==> src/sv/ddodo_pkg.sv <==
// Shared types, constants and tables of the differential drive odometry block.
package ddodo_pkg;

	localparam int DIV_STEPS = 26;
	localparam int CNT_W     = 5;
	localparam int ATAN_N    = 24;

	localparam logic [18:0] DIST_K      = 19'd421657;
	localparam logic [29:0] ANG_K       = 30'd683565276;
	localparam logic [31:0] CORDIC_GAIN = 32'd652032874;

	typedef enum logic [3:0] {
		OP_NONE,
		OP_LOAD,
		OP_MUL1,
		OP_MUL2,
		OP_MUL3,
		OP_SUM,
		OP_ANG,
		OP_ITER,
		OP_MULCS,
		OP_UPD
	} op_t;

	typedef struct packed {
		op_t              op;
		logic [CNT_W-1:0] step;
	} cmd_t;

	typedef struct packed {
		logic [15:0] max_speed;
		logic [15:0] wheel_radius;
		logic [15:0] chassis_length;
		logic [9:0]  poll_period_ms;
	} cfg_t;

	function automatic logic [29:0] atan_turn(input logic [CNT_W-1:0] i);
		logic [29:0] v;
		case (i)
			5'd0:    v = 30'd536870912;
			5'd1:    v = 30'd316933406;
			5'd2:    v = 30'd167458907;
			5'd3:    v = 30'd85004756;
			5'd4:    v = 30'd42667331;
			5'd5:    v = 30'd21354465;
			5'd6:    v = 30'd10680862;
			5'd7:    v = 30'd5340245;
			5'd8:    v = 30'd2670163;
			5'd9:    v = 30'd1335087;
			5'd10:   v = 30'd667544;
			5'd11:   v = 30'd333772;
			5'd12:   v = 30'd166886;
			5'd13:   v = 30'd83443;
			5'd14:   v = 30'd41722;
			5'd15:   v = 30'd20861;
			5'd16:   v = 30'd10430;
			5'd17:   v = 30'd5215;
			5'd18:   v = 30'd2608;
			5'd19:   v = 30'd1304;
			5'd20:   v = 30'd652;
			5'd21:   v = 30'd326;
			5'd22:   v = 30'd163;
			5'd23:   v = 30'd81;
			default: v = 30'd0;
		endcase
		return v;
	endfunction

endpackage

==> src/sv/ddodo_ctrl.sv <==
// Controller: sequences one word through the datapath and owns the handshakes.
module ddodo_ctrl (
	input  logic            clk,
	input  logic            arst_n,
	input  logic            in_valid,
	output logic            in_ready,
	output logic            out_valid,
	input  logic            out_ready,
	output ddodo_pkg::cmd_t cmd
);

	typedef enum logic [3:0] {
		ST_IDLE,
		ST_MUL1,
		ST_MUL2,
		ST_MUL3,
		ST_SUM,
		ST_ANG,
		ST_ITER,
		ST_MULCS,
		ST_UPD
	} state_t;

	state_t                      state_q;
	logic [ddodo_pkg::CNT_W-1:0] cnt_q;
	logic                        out_valid_q;
	logic                        upd_go;

	assign in_ready  = state_q == ST_IDLE;
	assign out_valid = out_valid_q;
	assign upd_go    = !out_valid_q || out_ready;

	always_comb begin
		cmd.step = cnt_q;
		case (state_q)
			ST_IDLE:  cmd.op = in_valid ? ddodo_pkg::OP_LOAD : ddodo_pkg::OP_NONE;
			ST_MUL1:  cmd.op = ddodo_pkg::OP_MUL1;
			ST_MUL2:  cmd.op = ddodo_pkg::OP_MUL2;
			ST_MUL3:  cmd.op = ddodo_pkg::OP_MUL3;
			ST_SUM:   cmd.op = ddodo_pkg::OP_SUM;
			ST_ANG:   cmd.op = ddodo_pkg::OP_ANG;
			ST_ITER:  cmd.op = ddodo_pkg::OP_ITER;
			ST_MULCS: cmd.op = ddodo_pkg::OP_MULCS;
			ST_UPD:   cmd.op = upd_go ? ddodo_pkg::OP_UPD : ddodo_pkg::OP_NONE;
			default:  cmd.op = ddodo_pkg::OP_NONE;
		endcase
	end

	always_ff @(posedge clk or negedge arst_n) begin
		if (!arst_n) begin
			state_q     <= ST_IDLE;
			cnt_q       <= '0;
			out_valid_q <= 1'b0;
		end else begin
			if (state_q == ST_UPD && upd_go)
				out_valid_q <= 1'b1;
			else if (out_ready)
				out_valid_q <= 1'b0;
			case (state_q)
				ST_IDLE: begin
					if (in_valid)
						state_q <= ST_MUL1;
				end
				ST_MUL1:  state_q <= ST_MUL2;
				ST_MUL2:  state_q <= ST_MUL3;
				ST_MUL3:  state_q <= ST_SUM;
				ST_SUM:   state_q <= ST_ANG;
				ST_ANG: begin
					cnt_q   <= '0;
					state_q <= ST_ITER;
				end
				ST_ITER: begin
					cnt_q <= cnt_q + 1'b1;
					if (cnt_q == ddodo_pkg::CNT_W'(ddodo_pkg::DIV_STEPS - 1))
						state_q <= ST_MULCS;
				end
				ST_MULCS: state_q <= ST_UPD;
				ST_UPD: begin
					if (upd_go)
						state_q <= ST_IDLE;
				end
				default:  state_q <= ST_IDLE;
			endcase
		end
	end

endmodule

==> config.mk <==
export PLATFORM = sky130hd
export DESIGN_NAME = ddodo_ctrl
export DESIGN_NICKNAME = d
export VERILOG_FILES = /design/src/sv/ddodo_pkg.sv /design/src/sv/ddodo_ctrl.sv
export SDC_FILE = /design/constraint.sdc
export NUM_CORES = 1
export LEC_CHECK = 0
export BUFFER_PORTS_ARGS = -buffer_cell sky130_fd_sc_hd__buf_4
export CORE_MARGIN = 3
export CORE_UTILIZATION = 40
export CTS_CLUSTER_DIAMETER = 30
export DETAILED_ROUTE_END_ITERATION = 8
export SLEW_MARGIN = 20
export SYNTH_ARGS = -nofsm -noshare
export SYNTH_HDL_FRONTEND = slang
export SYNTH_SLANG_ARGS = --single-unit
==> constraint.sdc <==
create_clock -name clk -period 3 [get_ports clk]
set_input_delay 0.3 -clock clk [delete_from_list [all_inputs] [get_ports clk]]
set_output_delay 0.3 -clock clk [all_outputs]
set_load 0.05 [all_outputs]
==> results of run 1 <==
## per-layer routing
metal,vias to the layer above,wire (um),global-route usage
met5,-,0,0
met4,0,6,0.0373
met3,2,67,0.0558
met2,10,445,0.176
met1,187,458,0.154
li1,214,-,-
## placed cells by master (no fill, tap or decap), types with 3 or more instances in the layout
master and n:
buf_4 14, dfrtp_1 10, nor2_1 6, nand2_1 5
xor2_1 3, inv_1 3, o2bb2ai_1 3, clkbuf_4 3
## final cells by class
cell class,instances,area (um^2)
clock buffers,4,36.3
fillers,124,494
inverters,3,11.3
multi-input cells,36,246
flip-flops and latches,10,250
well taps,14,17.5
repair buffers,15,115
## final timing paths
path	startpoint	end	slack, ns	depth (start not counted)
setup / recovery	state_q[3]	cmd[5]	1.17	3
hold / removal	out_ready	out_valid	0.32	3
hold reg to reg	out_valid	out_valid	0.52	2
max in group asynchronous	arst_n	cnt_q[4]	2.46	2
setup reg to reg	state_q[1]	cnt_q[2]	1.52	3
min in group asynchronous	arst_n	state_q[1]	0.40	2
## worst max-delay path, delay by kind of cell, from the launching register on
kind / cells / cell delay (ns)
AND/OR/NAND/NOR: 2 / 0.61
flip-flops: 1 / 0.47
buffers and inverters: 1 / 0.19
## metrics by stage
stage | setup slack (ns) | hold slack [ns]
after floorplan | 0.674 | 0.00441
after global placement | 1.46 | 0.136
after detailed placement | 1.45 | 0.137
after CTS | 1.16 | 0.320
after global routing | 1.11 | 0.351
final | 1.17 | 0.320
## logic make-up after synthesis
| family | Yosys count | share of synthesized area |
|---|---|---|
| XOR/XNOR | 4 | 0.0672 |
| AND/OR/NAND/NOR | 23 | 0.247 |
| flip-flops | 10 | 0.480 |
| adder cells (fa/ha/maj) | 2 | 0.0480 |
| AO/OA/AOI/OAI | 7 | 0.110 |
| buffers and inverters | 6 | 0.0479 |
## state kept, by name (all words and copies together), names as in the netlist
signal     count
cnt_q          5
state_q        4
out_valid      1
==> results.md, run 1 <==
- # H-tree levels: 1
- Leading area contributor after synthesis: dfrtp_1
- Max_slew headroom: 0.755
- Max Clk Rate: 546 MHz
- WP data required: approximately 2.7 ns
- Die Area: 1770 um^2
- Tmin final: 1.83 ns
- Fin crit share: 0.610
- GRT Resource Usage Total: 0.119
- Sequential area share after synthesis: 0.480
- TritonCTS Sinks: 10
- Final Max Tran Viols: 0
- Top-count cell post-synth: dfrtp_1
- Final hold violation count: 0
- Post-layout util: 0.578
- CTS Hold Buffers Added: 1
- Top cell type's share of synthesized area: 0.480
- Status: completed
- DRT Pass-1 Iters: 4
- CP Capture Type: output port
- Post-synth EDFFs: 0
- Tightest Pin Transition: 0.363 ns
- First-pass GRT wire length: 1.59 mm
- Crit path largest cell delay: approximately 0.53 ns
- Ant diodes: 0
- Hold Path Class: in -> reg
- Largest net degree at the start of global routing: 11
- Via count: 413
- Final GP Congestion: 0.752
- Design area: 677 um^2
- Syn Inst Count: 52
- Most used DFF post-synth: dfrtp_1
- DP Area: 631 um^2
- Port bufs: 14
- Post-DR wirelength/cell: 11.9 um
- Syn Area/Cell: 10.0 um^2
- Yosys reg bits: 10
- Row Count: 12
- Synth warn: 0
- DRC: 0
- Setup TNS: 0 ns
- Post-CTS Setup Bufs: 0
- Placed Cells incl. Taps: 77
- Mapped Nets: 58
- DRT Wirelength: 978 um
- Max Clock Skew: 0.000915 ns
- Max FO, Critical Path: 10
- Die span in y: roughly 42 um
- Unique masters post-synth: 25
- Total CTS buffers: 3
- Post-cts resize count: 0
- Antenna violations before repair: 0
- Vias in the first global route: 363
- Critical-path top delay cell: or3_2
- Dominant cells by area after synthesis: dfrtp_1 48%, o2bb2ai_1 5.0%, xor2_1 5.0%
- RSZ-0062 raised after global routing: no
- Starting Density: 0.446
- Antenna viol nets, final: 0
- Max-cap violations: 0
- Via density: 5.04
- Final setup vio count: 0
- DRT iter0 DRCs: 8
- Startpoint Class: flop
- Ports: 15
- WS Path Type: reg -> out
- Hpwl dp: approximately 730 um
- Fraction of layout cells with a size suffix above 1: 0.309
- Area Overhead vs Synth: 29.7%
- Die W: around 42 um
- Worst-Skew Late Latency: 0.26 ns
- CTS tree: built
- Overflow after GRT: 0
- Crit-path cells: or3_2 > nand2_1 > buf_4
- Clk buf depth: 2
- Clk slew on worst S/H paths: roughly 0.07 ns
- Core area: 1170 um^2
- Synth async-reset ratio: 1.00
- CTS Root Cell: clkbuf_4
- Final nets: between 70 and 80
- Fin cells: a little over 80
- Synthesized area: 522 um^2
- Post-synth top cells: 10 x dfrtp_1, 6 x nor2_1, 5 x nand2_1
- WP data arrival: 1.53 ns
Power of run 1 is not shown: default switching activity piles up to over one toggle a cycle in this logic, so the estimate is an artifact.
==> run 2: changes to the inputs <==
Clock period 3 ns to 1.85 ns, I/O delays scaled along.
==> results.md, run 2 (synthesis gave the netlist of run 1 again) <==
- Status: completed
- Most frequent cells in the layout: 14 x buf_4, 10 x dfrtp_1, 6 x nor2_1, 5 x nand2_1
- TritonCTS Sinks: 10 (unchanged)
- RSZ-0062 raised after global routing: no
- Largest net degree at the start of global routing: 11 (unchanged)
- Max_slew headroom: 0.759 (+0.00447)
- Die W: 42.1 um (unchanged)
- Final Max Tran Viols: 0 (unchanged)
- Hpwl dp: 710 um (-2.1%)
- Ant diodes: 0 (unchanged)
- Max-cap violations: 0 (unchanged)
- Final hold violation count: 0 (unchanged)
- Fraction of layout cells with a size suffix above 1: 0.324 (+0.0147)
- Antenna viol nets, final: 0 (unchanged)
- CTS tree: built
- Crit path largest cell delay: 0.53 ns (about the same)
- Delay-heaviest family, CP: simple AND/OR/NAND/NOR gates
- DRC: 0 (unchanged)
- Crit-path cells: or3_2 > nand2_1 > buf_4
- Max reg flops: 5 (unchanged)
- First-pass GRT wire length: 1.70 mm (+6.9%)
- Fin crit share: 0.932
- DRT Wirelength: 980 um (+0.20%)
- Via density: 5.10 (+1.2%)
- DRT iter0 DRCs: 8 (unchanged)
- Die span in y: 42.1 um (unchanged)
- Buf/Inv on CP: 1 (unchanged)
- Starting Density: 0.446 (unchanged)
- Clk slew on worst S/H paths: 0.07 ns (about the same)
- CP Capture Type: output port
- Critical-path top delay cell: or3_2
- Antenna violations before repair: 0 (unchanged)
- Tmin final: 1.73 ns
- Final setup vio count: 0 (unchanged)
- Hold Path Class: in -> reg
- Ports: 15 (unchanged)
- WP data arrival: 1.54 ns (about the same)
- Via count: 418 (+1.2%)
- Most common cell after layout, fill and taps aside: buf_4
- Clk buf depth: 2 (unchanged)
- Post-DR wirelength/cell: 12.0 um (+0.20%)
- Final GP Congestion: 0.759 (+1.0%)
- Post-cts resize count: 0 (unchanged)
- Max Clock Skew: 0.00304 ns (+0.00212 ns)
- Worst-Skew Late Latency: 0.27 ns (about the same)
- Total CTS buffers: 3 (unchanged)
- # H-tree levels: 1 (unchanged)
- Final nets: 75 (unchanged)
- Setup TNS: 0 ns (unchanged)
- Port bufs: 14 (unchanged)
- Max FO, Critical Path: 10 (unchanged)
- WP data required: 1.66 ns (-1.04 ns)
- Die Area: 1770 um^2 (unchanged)
- Startpoint Class: flop
- Overflow after GRT: 0 (unchanged)
- Row Count: 12 (unchanged)
- Largest Register: cnt_q
- DRT Pass-1 Iters: 2 (-2)
- Core area: 1170 um^2 (unchanged)
- WS Path Type: reg -> out
- Area Overhead vs Synth: 30.9%
- Max Clk Rate: between 500 and 600 MHz
- Vias in the first global route: 373 (+2.8%)
- GRT Resource Usage Total: 0.126 (+0.00759)
- Tightest Pin Transition: 0.356 ns (-0.00661 ns)
- CTS Root Cell: clkbuf_4
==> run 2: cell counts in the layout (fill, tap and decap cells not counted) <==
No cell type changed its count.
==> run 2: per-layer routing <==
metal  vias to the layer above  global-route usage  wire, um  share of wire
met1                       194               0.168       478           0.49
met3                         2              0.0601        63          0.064
met2                        11               0.173       429           0.44
li1                        211                   -         -              -
met5                         -                   0         0              0
met4                         0              0.0559         9         0.0092
==> run 2: final timing paths <==
check / start / end / slack [ns] / depth (start not counted)
max in group asynchronous: arst_n / state_q[0] / 1.43 / 2
max: state_q[3] / cmd[5] / 0.12 / 3
min: out_ready / out_valid / 0.22 / 3
min in group asynchronous: arst_n / state_q[3] / 0.28 / 2
max reg2reg: state_q[1] / cnt_q[2] / 0.35 / 3
min reg2reg: out_valid / out_valid / 0.53 / 2
==> run 2: layout make-up <==
type / instances / area [um^2]
fillers: 106 / 488
flip-flops and latches: 10 / 250
repair buffers: 15 / 115
clock buffers: 4 / 36.3
inverters: 3 / 11.3
well taps: 14 / 17.5
multi-input cells: 36 / 253
==> run 2: timing repair <==
| item | 4_1_cts | 5_1_grt |
|---|---|---|
| hold buffers | 1 | 0 |
| setup buffers | 0 | 0 |
| hold endpoints to repair | 10 | 0 |
==> run 2: stage by stage <==
| step | cell area, um^2 | setup slack (ns) | instances | util | hold WS (ns) |
|---|---|---|---|---|---|
| final | 683 | 0.125 | 82 | 0.583 | 0.218 |
| after global routing | 683 | 0.0256 | 82 | 0.583 | 0.251 |
| after CTS | 683 | 0.109 | 82 | 0.583 | 0.218 |
| after detailed placement | 637 | 0.351 | 77 | 0.544 | 0.0225 |
| after global placement | 637 | 0.356 | 77 | 0.544 | 0.0245 |
| after floorplan | 528 | 0.212 | 52 | - | -0.111 |
==> run 2: worst register-to-register path: cells and delay by family (launching register included) <==
| family | cells | cell delay, ns |
|---|---|---|
| simple gates | 1 | 0.43 |
| flops | 1 | 0.46 |
| xor+xnor | 1 | 0.20 |
| compound gates | 1 | 0.30 |
Power of run 2 is left out for the same reason.
